## src/text_word_pretokenizer_assert.svh

```systemverilog
// Assertion macros shared by the pretokenizer modules.
`ifndef TEXT_WORD_PRETOKENIZER_ASSERT_SVH
`define TEXT_WORD_PRETOKENIZER_ASSERT_SVH

// Check a property on every rising edge, skipped while reset is high.
`define TWP_ASSERT(label, clk, rst, prop, msg) \
   label: assert property (@(posedge clk) disable iff (rst) (prop)) else $error(msg);

// Check a property on every rising edge, reset included.
`define TWP_ASSERT_ALWAYS(label, clk, prop, msg) \
   label: assert property (@(posedge clk) (prop)) else $error(msg);

`endif

```

## src/ptok_pkg.sv

```systemverilog
// Types and character constants for the text word pretokenizer.
`timescale 1ns / 1ps

package ptok_pkg;

   localparam int MAX_ITEMS = 3;   // most results one input word can cause
   localparam int Q_DEPTH   = 4;   // result slots
   localparam int Q_IDX_W   = 2;   // bits to index a result slot
   localparam int Q_CNT_W   = 3;   // bits to hold a slot count up to Q_DEPTH

   localparam logic [7:0] CH_APOS  = 8'h27;
   localparam logic [7:0] CH_SPACE = 8'h20;
   localparam logic [7:0] CH_TAB   = 8'h09;
   localparam logic [7:0] CH_LF    = 8'h0A;
   localparam logic [7:0] CH_CR    = 8'h0D;
   localparam logic [7:0] CH_UP_A  = 8'h41;
   localparam logic [7:0] CH_UP_Z  = 8'h5A;
   localparam logic [7:0] CH_LO_A  = 8'h61;
   localparam logic [7:0] CH_LO_Z  = 8'h7A;
   localparam logic [7:0] CH_DIG_0 = 8'h30;
   localparam logic [7:0] CH_DIG_9 = 8'h39;
   localparam logic [7:0] CH_S     = 8'h73;
   localparam logic [7:0] CH_T     = 8'h74;
   localparam logic [7:0] CH_M     = 8'h6D;
   localparam logic [7:0] CH_D     = 8'h64;
   localparam logic [7:0] CH_R     = 8'h72;
   localparam logic [7:0] CH_V     = 8'h76;
   localparam logic [7:0] CH_L     = 8'h6C;
   localparam logic [7:0] CH_E     = 8'h65;
   localparam logic [7:0] CASE_BIT = 8'h20;

   typedef enum logic [1:0] {
      HELD_NONE = 2'd0,
      HELD_APOS = 2'd1,
      HELD_PAIR = 2'd2
   } held_type;

   typedef enum logic [1:0] {
      CLS_NONE    = 2'd0,
      CLS_LETTERS = 2'd1,
      CLS_OTHER   = 2'd2
   } cls_type;

   typedef struct packed {
      logic [7:0] text_byte;
      logic       end_of_text;
   } ptok_req_type;

   typedef struct packed {
      logic [7:0] out_byte;
      logic       has_byte;
      logic       word_start;
      logic       text_done;
   } ptok_rsp_type;

   typedef struct packed {
      ptok_rsp_type [MAX_ITEMS-1:0] items;
      logic [1:0]                   count;
   } ptok_batch_type;

endpackage

```

## src/ptok_step.sv

```systemverilog
// Word split state and per-word decode into up to three results.
`timescale 1ns / 1ps
`include "text_word_pretokenizer_assert.svh"

module ptok_step (
   input  logic                   clock,
   input  logic                   reset,
   input  logic                   load,
   input  ptok_pkg::ptok_req_type req_data,
   output ptok_pkg::ptok_batch_type batch
);
   import ptok_pkg::*;

   held_type   held_ff, held_in;
   cls_type    cls_ff, cls_in;
   logic [7:0] letter_ff, letter_in;

   logic [7:0]   c_low;
   logic         handled;
   logic         pair_match;
   logic [1:0]   n;
   ptok_rsp_type [MAX_ITEMS-1:0] items;

   always_comb begin
      c_low = req_data.text_byte;
      if (req_data.text_byte >= CH_UP_A && req_data.text_byte <= CH_UP_Z) begin
         c_low = req_data.text_byte | CASE_BIT;
      end
   end

   assign pair_match = (letter_ff == CH_R && c_low == CH_E) ||
                       (letter_ff == CH_V && c_low == CH_E) ||
                       (letter_ff == CH_L && c_low == CH_L);

   always_comb begin
      items     = '0;
      n         = 2'd0;
      handled   = 1'b0;
      held_in   = HELD_NONE;
      cls_in    = cls_ff;
      letter_in = letter_ff;

      // resolve a held apostrophe first
      case (held_ff)
         HELD_APOS: begin
            if (c_low == CH_S || c_low == CH_T || c_low == CH_M || c_low == CH_D) begin
               items[n] = '{out_byte: CH_APOS, has_byte: 1'b1, word_start: 1'b1,
                            text_done: 1'b0};
               n = n + 2'd1;
               items[n] = '{out_byte: c_low, has_byte: 1'b1, word_start: 1'b0,
                            text_done: 1'b0};
               n = n + 2'd1;
               cls_in  = CLS_NONE;
               handled = 1'b1;
            end else if (c_low == CH_R || c_low == CH_V || c_low == CH_L) begin
               letter_in = c_low;
               held_in   = HELD_PAIR;
               handled   = 1'b1;
            end else begin
               items[n] = '{out_byte: CH_APOS, has_byte: 1'b1, word_start: 1'b1,
                            text_done: 1'b0};
               n = n + 2'd1;
               cls_in = CLS_OTHER;
            end
         end
         HELD_PAIR: begin
            items[n] = '{out_byte: CH_APOS, has_byte: 1'b1, word_start: 1'b1,
                         text_done: 1'b0};
            n = n + 2'd1;
            if (pair_match) begin
               items[n] = '{out_byte: letter_ff, has_byte: 1'b1, word_start: 1'b0,
                            text_done: 1'b0};
               n = n + 2'd1;
               items[n] = '{out_byte: c_low, has_byte: 1'b1, word_start: 1'b0,
                            text_done: 1'b0};
               n = n + 2'd1;
               cls_in  = CLS_NONE;
               handled = 1'b1;
            end else begin
               items[n] = '{out_byte: letter_ff, has_byte: 1'b1, word_start: 1'b1,
                            text_done: 1'b0};
               n = n + 2'd1;
               cls_in = CLS_LETTERS;
            end
         end
         default: begin
         end
      endcase

      // plain handling of the current byte
      if (!handled) begin
         if (c_low == CH_SPACE || c_low == CH_TAB || c_low == CH_LF || c_low == CH_CR) begin
            cls_in = CLS_NONE;
         end else if (c_low >= CH_LO_A && c_low <= CH_LO_Z) begin
            items[n] = '{out_byte: c_low, has_byte: 1'b1,
                         word_start: (cls_in != CLS_LETTERS), text_done: 1'b0};
            n = n + 2'd1;
            cls_in = CLS_LETTERS;
         end else if (c_low >= CH_DIG_0 && c_low <= CH_DIG_9) begin
            items[n] = '{out_byte: c_low, has_byte: 1'b1, word_start: 1'b1,
                         text_done: 1'b0};
            n = n + 2'd1;
            cls_in = CLS_NONE;
         end else if (c_low == CH_APOS && cls_in != CLS_OTHER) begin
            held_in = HELD_APOS;
         end else begin
            items[n] = '{out_byte: c_low, has_byte: 1'b1,
                         word_start: (cls_in != CLS_OTHER), text_done: 1'b0};
            n = n + 2'd1;
            cls_in = CLS_OTHER;
         end
      end

      // end of text: flush held bytes, mark the last result, return to reset
      if (req_data.end_of_text) begin
         if (held_in != HELD_NONE) begin
            items[n] = '{out_byte: CH_APOS, has_byte: 1'b1, word_start: 1'b1,
                         text_done: 1'b0};
            n = n + 2'd1;
         end
         if (held_in == HELD_PAIR) begin
            items[n] = '{out_byte: letter_in, has_byte: 1'b1, word_start: 1'b1,
                         text_done: 1'b0};
            n = n + 2'd1;
         end
         if (n == 2'd0) begin
            items[n] = '{out_byte: 8'h00, has_byte: 1'b0, word_start: 1'b0,
                         text_done: 1'b0};
            n = n + 2'd1;
         end
         items[n - 2'd1].text_done = 1'b1;
         held_in   = HELD_NONE;
         cls_in    = CLS_NONE;
         letter_in = 8'h00;
      end
   end

   assign batch.items = items;
   assign batch.count = n;

   always_ff @(posedge clock) begin
      if (reset) begin
         held_ff <= HELD_NONE;
         cls_ff  <= CLS_NONE;
      end else if (load) begin
         held_ff <= held_in;
         cls_ff  <= cls_in;
      end
   end

   always_ff @(posedge clock) begin
      if (load) begin
         letter_ff <= letter_in;
      end
   end

   `TWP_ASSERT(a_pair_letter, clock, reset,
      held_ff == HELD_PAIR |-> (letter_ff == CH_R || letter_ff == CH_V || letter_ff == CH_L),
      "held pair without r, v or l")
   `TWP_ASSERT(a_eot_clears, clock, reset,
      load && req_data.end_of_text |=> held_ff == HELD_NONE && cls_ff == CLS_NONE,
      "state not cleared after end of text")
   `TWP_ASSERT(a_eot_result, clock, reset,
      load && req_data.end_of_text |-> batch.count != 2'd0,
      "end of text produced no result")

endmodule

```

## src/ptok_out_queue.sv

```systemverilog
// Result slots: load a batch of results, drain one word per cycle while rsp_ready is high.
`timescale 1ns / 1ps
`include "text_word_pretokenizer_assert.svh"

module ptok_out_queue (
   input  logic                     clock,
   input  logic                     reset,
   input  logic                     load,
   input  ptok_pkg::ptok_batch_type batch,
   output logic                     can_load,
   output logic                     rsp_valid,
   input  logic                     rsp_ready,
   output ptok_pkg::ptok_rsp_type   rsp_data
);
   import ptok_pkg::*;

   ptok_rsp_type slots_ff [Q_DEPTH];
   ptok_rsp_type slots_in [Q_DEPTH];
   ptok_rsp_type shifted  [Q_DEPTH];
   logic [Q_CNT_W-1:0] count_ff, count_in, count_sh;
   logic [Q_CNT_W-1:0] pos [MAX_ITEMS];
   logic               pop;

   assign rsp_valid = (count_ff != '0);
   assign rsp_data  = slots_ff[0];
   assign pop       = rsp_valid & rsp_ready;
   assign can_load  = (count_ff <= Q_CNT_W'(1));
   assign count_sh  = count_ff - {{(Q_CNT_W-1){1'b0}}, pop};

   always_comb begin
      for (int k = 0; k < Q_DEPTH - 1; k++) begin
         shifted[k] = pop ? slots_ff[k+1] : slots_ff[k];
      end
      shifted[Q_DEPTH-1] = slots_ff[Q_DEPTH-1];

      slots_in = shifted;
      for (int i = 0; i < MAX_ITEMS; i++) begin
         pos[i] = count_sh + Q_CNT_W'(i);
         if (load && 2'(i) < batch.count) begin
            slots_in[pos[i][Q_IDX_W-1:0]] = batch.items[i];
         end
      end

      count_in = load ? count_sh + {{(Q_CNT_W-2){1'b0}}, batch.count} : count_sh;
   end

   always_ff @(posedge clock) begin
      if (reset) begin
         count_ff <= '0;
      end else begin
         count_ff <= count_in;
      end
   end

   always_ff @(posedge clock) begin
      slots_ff <= slots_in;
   end

   `TWP_ASSERT(a_count_bound, clock, reset,
      count_ff <= Q_CNT_W'(Q_DEPTH), "result slot count overflow")
   `TWP_ASSERT(a_load_room, clock, reset,
      load |-> count_ff <= Q_CNT_W'(1), "batch loaded without room")
   `TWP_ASSERT(a_pop_step, clock, reset,
      pop && !load |=> count_ff == $past(count_ff) - Q_CNT_W'(1),
      "drain did not advance by one word")

endmodule

```

## src/text_word_pretokenizer.sv

```systemverilog
// Top level of the text word pretokenizer.
//
//   channel | dir | handshake         | payload
//   --------+-----+-------------------+---------------------------------------------
//   req     | in  | req_valid/ready   | text_byte, end_of_text
//   rsp     | out | rsp_valid/ready   | out_byte, has_byte, word_start, text_done
//
// Each accepted text word is decoded in the same cycle into zero to three result
// words, which load a four-slot result register; results leave one per cycle while
// rsp_ready is high. A new text word is taken whenever at most one result is still
// waiting, so a stream that yields one result per byte runs at one word per cycle;
// a byte that completes a contraction or flush (up to three results) holds input
// until at most one result waits; the drain of the result slots sets this rate.
// Reset (synchronous, active high) drops held apostrophe bytes, closes any open
// word and empties the result slots. A stall on rsp keeps waiting results in place.
`timescale 1ns / 1ps

module text_word_pretokenizer (
   input  logic                   clock,
   input  logic                   reset,
   input  logic                   req_valid,
   output logic                   req_ready,
   input  ptok_pkg::ptok_req_type req_data,
   output logic                   rsp_valid,
   input  logic                   rsp_ready,
   output ptok_pkg::ptok_rsp_type rsp_data
);
   import ptok_pkg::*;

   ptok_batch_type batch;
   logic           can_load;
   logic           load;

   // take a text word only when the result slots have room for a full batch
   assign req_ready = can_load;
   assign load      = req_valid & can_load;

   // decode the word against the held apostrophe state
   ptok_step u_step (
      .clock    (clock),
      .reset    (reset),
      .load     (load),
      .req_data (req_data),
      .batch    (batch)
   );

   // hold results and drain them one per cycle while rsp_ready is high
   ptok_out_queue u_queue (
      .clock     (clock),
      .reset     (reset),
      .load      (load),
      .batch     (batch),
      .can_load  (can_load),
      .rsp_valid (rsp_valid),
      .rsp_ready (rsp_ready),
      .rsp_data  (rsp_data)
   );

endmodule
```

## config.mk

```make
export PLATFORM = sky130hd
export DESIGN_NAME = text_word_pretokenizer
export DESIGN_NICKNAME = d
export VERILOG_FILES = /design/src/ptok_pkg.sv /design/src/ptok_step.sv /design/src/ptok_out_queue.sv /design/src/text_word_pretokenizer.sv
export VERILOG_INCLUDE_DIRS = /design/src /design/src/src
export SDC_FILE = /design/constraint.sdc
export NUM_CORES = 1
export LEC_CHECK = 0
export ABC_AREA = 1
export BUFFER_PORTS_ARGS = -buffer_cell sky130_fd_sc_hd__buf_2
export CAP_MARGIN = 20
export CORE_ASPECT_RATIO = 1.4
export CORE_MARGIN = 2
export CORE_UTILIZATION = 60
export CTS_CLUSTER_DIAMETER = 200
export CTS_CLUSTER_SIZE = 8
export DETAILED_ROUTE_END_ITERATION = 10
export PLACE_DENSITY = 0.9
export SLEW_MARGIN = 15
export SYNTH_ARGS = -nofsm -noshare
export SYNTH_HDL_FRONTEND = slang
export SYNTH_SLANG_ARGS = --single-unit
```

## constraint.sdc

```tcl
create_clock -name clock -period 8.8 [get_ports clock]
set_clock_uncertainty 0.2 [all_clocks]
set_input_delay 0.88 -clock clock [delete_from_list [all_inputs] [get_ports clock]]
set_output_delay 0.88 -clock clock [all_outputs]
set_load 0.005 [all_outputs]
```

-- After elaboration in Yosys (flattened, before gate mapping)
Index checks and enable logic that the tools add are counted.
- ROM bits: 0
- memories kept: 0
- memory bits (writable): 0
- bits in latches: 0
- input bits: 13
- register bits: 59
- shift operators: 0
- bitwise logic cells: 10
- reduce and logical (&&, ||, !) cells: 31
- $mul: 0
- divide/modulo/power cells: 0
- eq/ne operators: 21
- multiplexer cells: 93
- $lt $le $gt $ge: 26
- add/sub/neg operators: 9
- operator list (kind ; number):
    33-bit 2-to-1 mux ; 12
    11-bit demux with 2-bit select ; 8
    33-bit bitwise mux ; 5
    11-bit 2-to-1 mux ; 13
    44-bit bitwise mux ; 3
    44-bit 2-to-1 mux ; 3
    8-bit by 7-bit equality test with 1-bit output (second input constant) ; 11
    2-bit 2-to-1 mux ; 31
    22-bit one-hot mux with 2 select lines ; 1
    33-bit bitwise AND ; 1
    33-bit inverter ; 1
    8-bit by 4-bit equality test with 1-bit output (second input constant) ; 3
    8-bit 2-to-1 mux ; 3
    1-bit logical AND ; 18
    9-bit 2-to-1 mux ; 2
    18-bit bitwise OR ; 1
    8-bit by 6-bit equality test with 1-bit output (second input constant) ; 2
    8-bit by 7-bit >= comparator with 1-bit output (second input constant) ; 2
    8-bit by 7-bit <= comparator with 1-bit output (second input constant) ; 2
    15-bit bitwise AND ; 1
    2-bit by 3-bit < comparator with 1-bit output (second input constant) ; 5
    15-bit inverter ; 1
    2-bit by 1-bit adder with 2-bit output (second input constant) ; 5
    2-bit by 1-bit >= comparator with 1-bit output (second input constant) ; 5
    other kinds (26) ; 51

-- Logic depth before layout (Yosys ltp)
Gate-level depths: netlist of the first run.
- depth after elaboration: 38
- gate-level depth with buffers: 38

-- Hierarchy
From an unflattened synthesis of the first run, not the netlist that was laid out.
- cell total of the unflattened synthesis: 977
- area, all modules: 5689.2 sq um
- by module, submodules not included (module ; area each (sq um) ; times used ; cells each):
    ptok_out_queue ; 3415.8 ; 1 ; 593
    ptok_step ; 2265.9 ; 1 ; 382
    text_word_pretokenizer ; 7.5 ; 1 ; 2

-- Worst setup path before layout of the first run
Ideal clock, no wire load.
- path kind: input port to flip-flop
- start: input port req_data[2] (netlist name)
- end: register u_queue.count_ff[1]
- arrival time: 5.054 ns
- stages: 32
- setup slack: 3.460 ns
- path buffers: 2
- path through: buf_2 nor2_2 nand3_1 nand2_1 inv_1 nand2_4 nand2_2 buf_6 nand3_2 nand2_1 nor2_1 nand2_1 a21oi_1 inv_2 ha_1 inv_1 nand3_1 nand2_1 ha_1 nand2_1 nand2_1 ha_1 nand2_1 nand2_2 ha_1 nor2_1 nand2_4 nand3_1 inv_1 fa_1 nor2_1 a211oi_1
- longest elaborated chain between the ends: 28
- elaborated cells on any way between the ends: 79
- those cells by class: add/sub (5); order compare (6); eq/ne (15); mux (34); reduce/logical (19)
- RTL lines (what ; line ; RTL):
    start, declared ; text_word_pretokenizer.sv:23 ; input ptok_pkg::ptok_req_type req_data,
    8-bit by 7-bit >= comparator with 1-bit output or 8-bit by 7-bit <= comparator with 1-bit output (tied branches) ; ptok_step.sv:26 ; if (req_data.text_byte >= CH_UP_A && req_data.text_byte <= CH_UP_Z) begin
    1-bit logical AND ; ptok_step.sv:26 ;
    6-bit 2-to-1 mux (*) ; ptok_step.sv:26 ;
    parallel branches: the longest is 22 deep, another holds 2-bit by 1-bit adder with 2-bit output ; -- ;
    2-bit 2-to-1 mux (*) ; ptok_step.sv:115 ; if (req_data.end_of_text) begin
    3-bit by 2-bit adder with 3-bit output (*) ; ptok_out_queue.sv:44 ; count_in = load ? count_sh + {{(Q_CNT_W-2){1'b0}}, batch.count} : count_sh;
    3-bit 2-to-1 mux (*) ; ptok_out_queue.sv:44 ;
    end signal, assigned ; ptok_out_queue.sv:51 ; count_ff <= count_in;
    end, declared ; ptok_out_queue.sv:20 ; logic [Q_CNT_W-1:0] count_ff, count_in, count_sh;
Mark *: on every way between the ends. The select of a mux whose other input is x is not followed.
A chain may end at the register's enable or synchronous reset.

==> results of run 1 <==
## critical path, delay by kind of cell
family	cells	cell delay (ns)
and+or+nand+nor	25	3.22
adders and majority gates	4	1.10
AOI/OAI and AO/OA	2	0.59
buffers and inverters	5	0.54
## report_power, final
part,internal (mW),switching (mW),total [mW]
clock,0.273,0.137,0.410
sequential,0.405,0.0640,0.469
combinational,0.295,0.513,0.807
## logic make-up after synthesis
group,after synthesis
flip-flops,59
AND/OR/NAND/NOR,515
AO/OA/AOI/OAI,144
XOR/XNOR,2
multiplexers,21
adder cells (fa/ha/maj),18
buffers and inverters,188
## flip-flops by register name, summed over array words and instances (netlist names)
register	cells
u_queue.count_ff	3
u_queue.rsp_data	11
u_queue.shifted	11
u_queue.slots_ff	22
u_step.cls_ff	2
u_step.held_ff	2
u_step.letter_ff	8
## Yosys cell counts, types with 2 or more instances
master,count
xor2_1,2
buf_2,10
nor3_1,7
o22ai_1,6
o211ai_1,4
a21oi_1,43
a21oi_4,2
dfxtp_1,51
inv_2,3
or2_2,2
nand3_2,5
a21oi_2,18
nor2_1,79
buf_4,11
o21ai_0,59
a211oi_1,2
o211ai_2,2
nor2_4,4
mux2i_1,21
nand2_4,4
nand2_1,270
nand4_1,7
nand3_1,112
and2_1,2
clkbuf_1,15
ha_1,17
inv_1,135
buf_6,12
nand2_2,13
clkinv_1,2
edfxtp_1,8
o21ai_1,4
nand3b_1,5
## area by class of cell
class,count,share of cell area
clock buffer,13,0.0453
clock inverter,3,0.0113
inverter,140,0.0876
multi-input combinational,700,0.602
sequential,59,0.210
tap,110,0.0229
timing repair buffer,25,0.0209
## routing by layer
layer | share of wire | vias up | GRT usage
met3 | 0.074 | 89 | 0.0605
li1 | - | 3001 | -
met1 | 0.38 | 2749 | 0.378
met2 | 0.49 | 362 | 0.566
met4 | 0.059 | 0 | 0.195
met5 | 0 | - | 0
## metrics by stage
stage               hold WS [ns]  utilization
floorplan                  0.239            -
CTS                        0.280        0.641
finish                     0.278        0.641
global placement           0.253        0.605
detailed placement         0.272        0.605
global route               0.306        0.641
## path summary, 6_finish.rpt
| path | end | slack, ns |
|---|---|---|
| setup / recovery | u_queue.shifted[6] | 2.50 |
| hold reg to reg | u_step.cls_ff[1] | 0.28 |
| hold / removal | u_step.cls_ff[1] | 0.28 |
| setup reg to reg | u_queue.shifted[6] | 3.02 |
==> results.yml, run 1 <==
timing:
  finalHoldViolCount: 0
  setup_viol: 0
  tightest_slew_ns: 1.16
  timing.final.ws_setup_ns: 2.50
  slew_headroom: 0.222
  setup_tns_ns: 0
  period_share: 0.716
  maxSlewViolCount: 0
  finalCriticalPeriod_ns: 6.30
  rsz0062_at_grt: "false"
  fmax_mhz: 159
cts:
  ctsHtreeMaxLevel: 3
  cts-hold-fix-buffers: 0
  clock_latency_ns: 0.34
  cts_sinks: 59
  cts_buffer_depth: 2
  cts-resized-gates: 0
  cts_buffers: 9
  clk_transition_reported_paths_ns: 0.05
  cts_setup_buffers: 0
  cts_tree: "built"
  cts_root_buf: "clkbuf_16"
worst_setup_path:
  startpoint: "req_data[2]"
  start_kind: "input port"
  crit_top_cell: "nand2_1"
  r2r_start: "u_step.held_ff[0]"
  critPathArrivalTime_ns: 6.34
  worstPathRequired_ns: 8.84
  endpoint_kind: "flop"
  reg2regPathDepth: 28
  path_max_fanout: 47
  path_class: "in2reg"
  critPathMaxStageDelay_ns: 0.68
  slowest_stage: "nand2_2"
layout:
  num-nets-final: 966
  final_area_sq_um: 6000
  ff_latch_area_sq_um: 1260
  layout.cells.non_filler: 1050
  area_delta_synth_final_pct: 4.90
  layout-drive-gt1-share: 0.102
  fill_cells: 888
  layout_commonest_cell: "nand2_1"
  num_antenna_cells: 0
  final_cell_mix: "269 x nand2_1, 135 x inv_1, 112 x nand3_1"
  multi_input_area_sq_um: 3610
routing:
  drt_wl_total_mm: 17.2
  vias: 6201
  drc_errors: 0
  via_per_inst: 5.91
  drtAntennaViolNets: 0
  drtIter0Drc: 707
  wire_per_inst_microns: 16.4
  first_pass_iters: 9
hold_path:
  min_from: "u_step.cls_ff[1]"
  hp-class: "reg2reg"
  hold_path_depth: 2
placement:
  portBuffers: 25
  place_area_sq_um: 5660
  place.gp.congestion: 1.04
  place_inst: 1034
  hpwl_mm: 12.6
  pre_cts_ws_ns: 2.27
grt:
  gr-total-overflow: 0
  grt_antenna_before_repair: 0
  grt_max_degree: 48
  grt_pass1_vias: 5669
  grt_pass1_wl_mm: 27.1
  track_usage: 0.331
logic_synthesis:
  synth_top_family_by_area: "simple AND/OR/NAND/NOR gates"
  synth-edff-count: 8
  syn_area_sq_um: 5720
  syn_avg_cell_area_sq_um: 6.04
  synth.net_count: 978
  netlist.area_leader.share: 0.179
  synthArstFlopShare: 0
  synth_warnings: 0
  synth_flop_cell: "dfxtp_1"
  synth_top_area_cell: "dfxtp_1"
  synth_xor_area_frac: 0.00306
  seq_area_frac_synth: 0.221
  netlist_top_cells_area: "dfxtp_1 18%, nand2_1 18%, nand3_1 9.8%, inv_1 8.9%, nor2_1 5.2%"
  synth_mux_area_frac: 0.0368
  synthSimpleGateAreaFrac: 0.400
  synthAdderAreaFrac: 0.0407
  synth_cells: 947
  yosysUniqueCellTypes: 43
  ys_ff_latch: 59
  synth_compound_area_frac: 0.150
power_and_ir_drop:
  vdd_drop_max_v: 0.000142
  finalPower_mw: 1.69
  total_leakage_power_nw: 3.15
  powerDensity_nw_per_um2: 281
floorplanning:
  io_pins: 26
  die-area_sq_um: 10300
  die_w_microns: 86.5
  coreArea_sq_um: 9350
  die_y_microns: 120
  fp-row-count: 42
  start_util: 0.611
status:
  status: "finished clean"
run:
  drv_cap: 0
Power figures use the tool's default switching activity.
==> run 2: changes to the inputs <==
==> constraint.sdc (replaced) <==
create_clock -name clock -period 5.96 [get_ports clock]
set_clock_uncertainty 0.2 [all_clocks]
set_input_delay 0.596 -clock clock [delete_from_list [all_inputs] [get_ports clock]]
set_output_delay 0.596 -clock clock [all_outputs]
set_load 0.005 [all_outputs]
==> run 2 against run 1 <==
Cell area up 1.8%. Non-clock buffer count up 16. Cell count grew 1.5%. Critical path type unchanged. Critical endpoint is now u_queue.slots_ff[23]. Largest power group unchanged.
==> results.yml, run 2 (synthesized netlist as in run 1, its figures left out) <==
status:
  status: "finished clean"
layout:
  area_delta_synth_final_pct: 6.83
  ff_latch_area_sq_um: 1260
  fill_cells: 869
  final_cell_mix: "269 x nand2_1, 135 x inv_1, 112 x nand3_1"
  layout_commonest_cell: "nand2_1"
  num-nets-final: 982
  layout-drive-gt1-share: 0.119
  multi_input_area_sq_um: 3620
  num_antenna_cells: 0
  postLayoutCoreUtil: 0.653
  top_register: "u_queue.slots_ff"
  largest_reg_flops: 22
  layout.cells.non_filler: 1066
timing:
  timing.final.ws_setup_ns: 0.314
  setup_tns_ns: 0
  fmax_mhz: 177
  maxSlewViolCount: 0
  finalHoldViolCount: 0
  rsz0062_at_grt: "true"
  slew_headroom: 0.544
  tightest_slew_ns: 0.677
  period_share: 0.947
  setup_viol: 0
  finalCriticalPeriod_ns: 5.65
routing:
  drc_errors: 0
  first_pass_iters: 6
  vias: 6243
  drtIter0Drc: 558
  via_per_inst: 5.86
  drt_wl_total_mm: 17.1
  drtAntennaViolNets: 0
  wire_per_inst_microns: 16.0
worst_setup_path:
  critPathArrivalTime_ns: 5.71
  path_class: "in2reg"
  path_max_fanout: 12
  critPathMaxStageDelay_ns: 0.43
  worstPathRequired_ns: 6.03
  path_buf_inv: 7
  endpoint_kind: "flop"
  start_kind: "input port"
  slowest_stage: "nand3_1"
  path_delay_family: "simple AND/OR/NAND/NOR gates"
  crit_top_cell: "nand2_1"
hold_path:
  hp-class: "reg2reg"
floorplanning:
  io_pins: 26
  coreArea_sq_um: 9350
  fp-row-count: 42
  die_y_microns: 120
  start_util: 0.611
  die-area_sq_um: 10300
  die_w_microns: 86.5
placement:
  place.gp.congestion: 1.03
  pre_cts_ws_ns: 0.205
  portBuffers: 25
  place_inst: 1050
  hpwl_mm: 13.0
cts:
  cts-hold-fix-buffers: 0
  cts_buffer_depth: 2
  cts_tree: "built"
  cts_sinks: 59
  clock_latency_ns: 0.34
  cts_buffers: 9
  cts_root_buf: "clkbuf_16"
  ctsHtreeMaxLevel: 3
  clk_transition_reported_paths_ns: 0.05
power_and_ir_drop:
  p_sw_frac: 0.427
  vdd_drop_max_v: 0.000187
  p_sw_mw: 1.06
  finalPower_mw: 2.48
  p_clk_frac: 0.225
  p_int_mw: 1.42
  total_leakage_power_nw: 3.23
  power_frac_seq: 0.279
  p_comb_frac: 0.496
  powerDensity_nw_per_um2: 406
run:
  drv_cap: 0
grt:
  grt_max_degree: 38
  track_usage: 0.332
  gr-total-overflow: 0
  grt_pass1_vias: 5868
  grt_antenna_before_repair: 0
  grt_pass1_wl_mm: 27.4
## run 2: power groups by stage
stage	Sequential (mW)	Combinational, mW	Clock [mW]
6_report	0.692	1.23	0.559
5_1_grt	0.708	1.38	0.573
4_1_cts	0.690	1.20	0.555
3_5_place_dp	0.697	1.19	0
3_3_place_gp	0.694	1.16	0
2_1_floorplan	0.669	0.996	0
## run 2: repair_timing
action,CTS,global route
buffers inserted,0,0
setup endpoints to repair,0,1
resized for setup,0,1
endpoints found under the hold margin,0,0
## run 2: layout make-up
| cell class | instances | area share |
|---|---|---|
| clock buffers | 11 | 0.0432 |
| clock inverters | 5 | 0.00942 |
| inverters | 140 | 0.0860 |
| multi-input cells | 700 | 0.592 |
| flip-flops and latches | 59 | 0.206 |
| well taps | 110 | 0.0225 |
| repair buffers | 41 | 0.0401 |
## run 2: through the flow
stage / hold WS (ns) / instance area [sq um]
2_1_floorplan: 0.239 / 5720
3_3_place_gp: 0.254 / 5780
3_5_place_dp: 0.282 / 5780
4_1_cts: 0.291 / 6100
5_1_grt: 0.313 / 6110
6_report: 0.283 / 6110
## run 2: per-layer routing
layer  vias up  wire, microns  track usage
met5         -              0            0
met4         0           1070        0.203
met3        88           1170       0.0516
met2       319           8610        0.588
met1      2801           6250        0.363
li1       3035              -            -
## run 2: worst paths after layout
path                       start                    to  slack [ns]  depth (start not counted)
min             u_step.cls_ff[1]      u_step.cls_ff[1]        0.28                          2
max reg2reg  u_step.letter_ff[4]  u_queue.slots_ff[23]        0.57                         29
max                  req_data[4]  u_queue.slots_ff[23]        0.31                         34
min reg2reg     u_step.cls_ff[1]      u_step.cls_ff[1]        0.28                          2
## run 2: worst min-delay path: stages, from the launching register on
cell	delay [ns]
dfxtp_1	0.31
nand2_1	0.06
a21oi_1	0.06
==> run 3: changes to the inputs <==
--- a/config.mk
+++ b/config.mk
@@ -12,6 +12,7 @@
 export CORE_ASPECT_RATIO = 1.4
 export CORE_MARGIN = 2
 export CORE_UTILIZATION = 60
+export CTS_BUF_LIST = sky130_fd_sc_hd__clkbuf_8
 export CTS_CLUSTER_DIAMETER = 200
 export CTS_CLUSTER_SIZE = 8
 export DETAILED_ROUTE_END_ITERATION = 10
==> constraint.sdc (replaced) <==
create_clock -name clock -period 7.01 [get_ports clock]
set_clock_uncertainty 0.2 [all_clocks]
set_input_delay 0.701 -clock clock [delete_from_list [all_inputs] [get_ports clock]]
set_output_delay 0.701 -clock clock [all_outputs]
set_load 0.005 [all_outputs]
==> run 3 against run 2 <==
Wire length down 3.3%. Worst setup slack better by 0.81 ns. Clock power down 38%. Sequential share of layout area up 0.76 points. Core utilization down 2.3 points. Global-route usage down 0.56 points. Total power down 21%. Die area unchanged. First-iteration DRC count down 5.7%. Flip-flop and latch count unchanged. Hold slack worse by 0.010 ns. Critical path depth up 1.
==> results.yml, run 3 (synthesized netlist as in run 1, its figures left out) <==
grt:
  grt_pass1_wl_mm: 27.0
  track_usage: 0.327
  gr-total-overflow: 0
  grt_pass1_vias: 5850
  grt_max_degree: 39
  grt_antenna_before_repair: 0
layout:
  final_cell_mix: "269 x nand2_1, 137 x inv_1, 112 x nand3_1"
  area_delta_synth_final_pct: 3.02
  layout_commonest_cell: "nand2_1"
  layout.cells.non_filler: 1053
  num-nets-final: 969
  largest_reg_flops: 22
  layout-drive-gt1-share: 0.105
  top_register: "u_queue.slots_ff"
  postLayoutCoreUtil: 0.630
  num_antenna_cells: 0
timing:
  slew_headroom: 0.244
  setup_tns_ns: 0
  finalCriticalPeriod_ns: 5.89
  finalHoldViolCount: 0
  setup_viol: 0
  maxSlewViolCount: 0
  tightest_slew_ns: 1.13
  fmax_mhz: 170
  period_share: 0.840
  hold-worst-slack_ns: 0.273
  rsz0062_at_grt: "false"
worst_setup_path:
  critPathMaxStageDelay_ns: 0.54
  path_max_fanout: 34
  critPathArrivalTime_ns: 5.96
  endpoint_kind: "flop"
  path_class: "in2reg"
  slowest_stage: "nand2_2"
  crit_top_cell: "nand2_1"
  worstPathRequired_ns: 7.09
  start_kind: "input port"
floorplanning:
  die_y_microns: 120
  io_pins: 26
  die-area_sq_um: 10300
  die_w_microns: 86.5
  start_util: 0.611
  fp-row-count: 42
  coreArea_sq_um: 9350
routing:
  wire_per_inst_microns: 15.7
  vias: 6179
  drc_errors: 0
  via_per_inst: 5.87
  drtAntennaViolNets: 0
  first_pass_iters: 9
  drtIter0Drc: 526
  drt_wl_total_mm: 16.5
run:
  drv_cap: 0
cts:
  clk_transition_reported_paths_ns: 0.07
  cts_setup_buffers: 0
  cts_tree: "built"
  cts_buffer_depth: 2
  cts_root_buf: "clkbuf_8"
  ctsHtreeMaxLevel: 3
  cts-resized-gates: 0
  cts_sinks: 59
  cts-hold-fix-buffers: 0
  cts_buffers: 9
  clock_latency_ns: 0.36
placement:
  place.gp.congestion: 1.06
  hpwl_mm: 12.5
  place_inst: 1037
  portBuffers: 25
hold_path:
  hp-class: "reg2reg"
status:
  status: "finished clean"
power_and_ir_drop:
  powerDensity_nw_per_um2: 331
  vdd_drop_max_v: 0.000165
  finalPower_mw: 1.95
  total_leakage_power_nw: 3.12
## run 3: cell count changes in the layout (fill, tap and decap cells not counted)
cell / before / now
buf_4: 16 / 3
clkbuf_16: 10 / 0
clkbuf_8: 1 / 9
inv_1: 135 / 137
bufinv_16: 1 / 2
clkinv_2: 1 / 2
clkinv_4: 1 / 0
inv_4: 1 / 0
nand3_2: 4 / 5
nand3_4: 1 / 0
## run 3: worst max-delay path, delay by kind of cell
kind            cells  cell delay (ns)
buf+inv             5             0.75
fa+ha+maj           4             1.14
compound gates      2             0.36
simple gates       24             2.99
## run 3: path summary, 6_finish.rpt
kind	startpoint	endpoint	slack (ns)	cells after the start
min reg2reg	u_step.cls_ff[1]	u_step.cls_ff[1]	0.27	2
max	req_data[2]	u_queue.rsp_data[1]	1.12	35
max reg2reg	u_step.letter_ff[4]	u_queue.rsp_data[1]	1.48	29
min	u_step.cls_ff[1]	u_step.cls_ff[1]	0.27	2
## run 3: per-stage QoR
stage | worst slack (ns) | area, sq um
floorplan | 1.85 | 5720
global placement | 1.02 | 5680
detailed placement | 0.893 | 5680
CTS | 1.22 | 5890
global route | 0.555 | 5890
finish | 1.12 | 5890
## run 3: area by class of cell
class | count | area [sq um]
multi-input combinational | 700 | 3610
fill | 910 | 3460
sequential | 59 | 1260
inverter | 140 | 526
timing repair buffer | 28 | 148
tap | 110 | 138
clock buffer | 9 | 124
clock inverter | 7 | 85.1
## run 3: routing by layer
layer  GRT usage  wire length [microns]  part of all wire
met4       0.224                   1040             0.063
met1       0.362                   6300              0.38
met5           0                      0                 0
met3      0.0536                   1090             0.066
met2       0.558                   8100              0.49
## run 3: where the power goes
part,switching [mW],leakage (nW),internal (mW)
registers,0.0822,0.506,0.508
clock network,0.148,0.112,0.196
logic,0.636,2.50,0.381
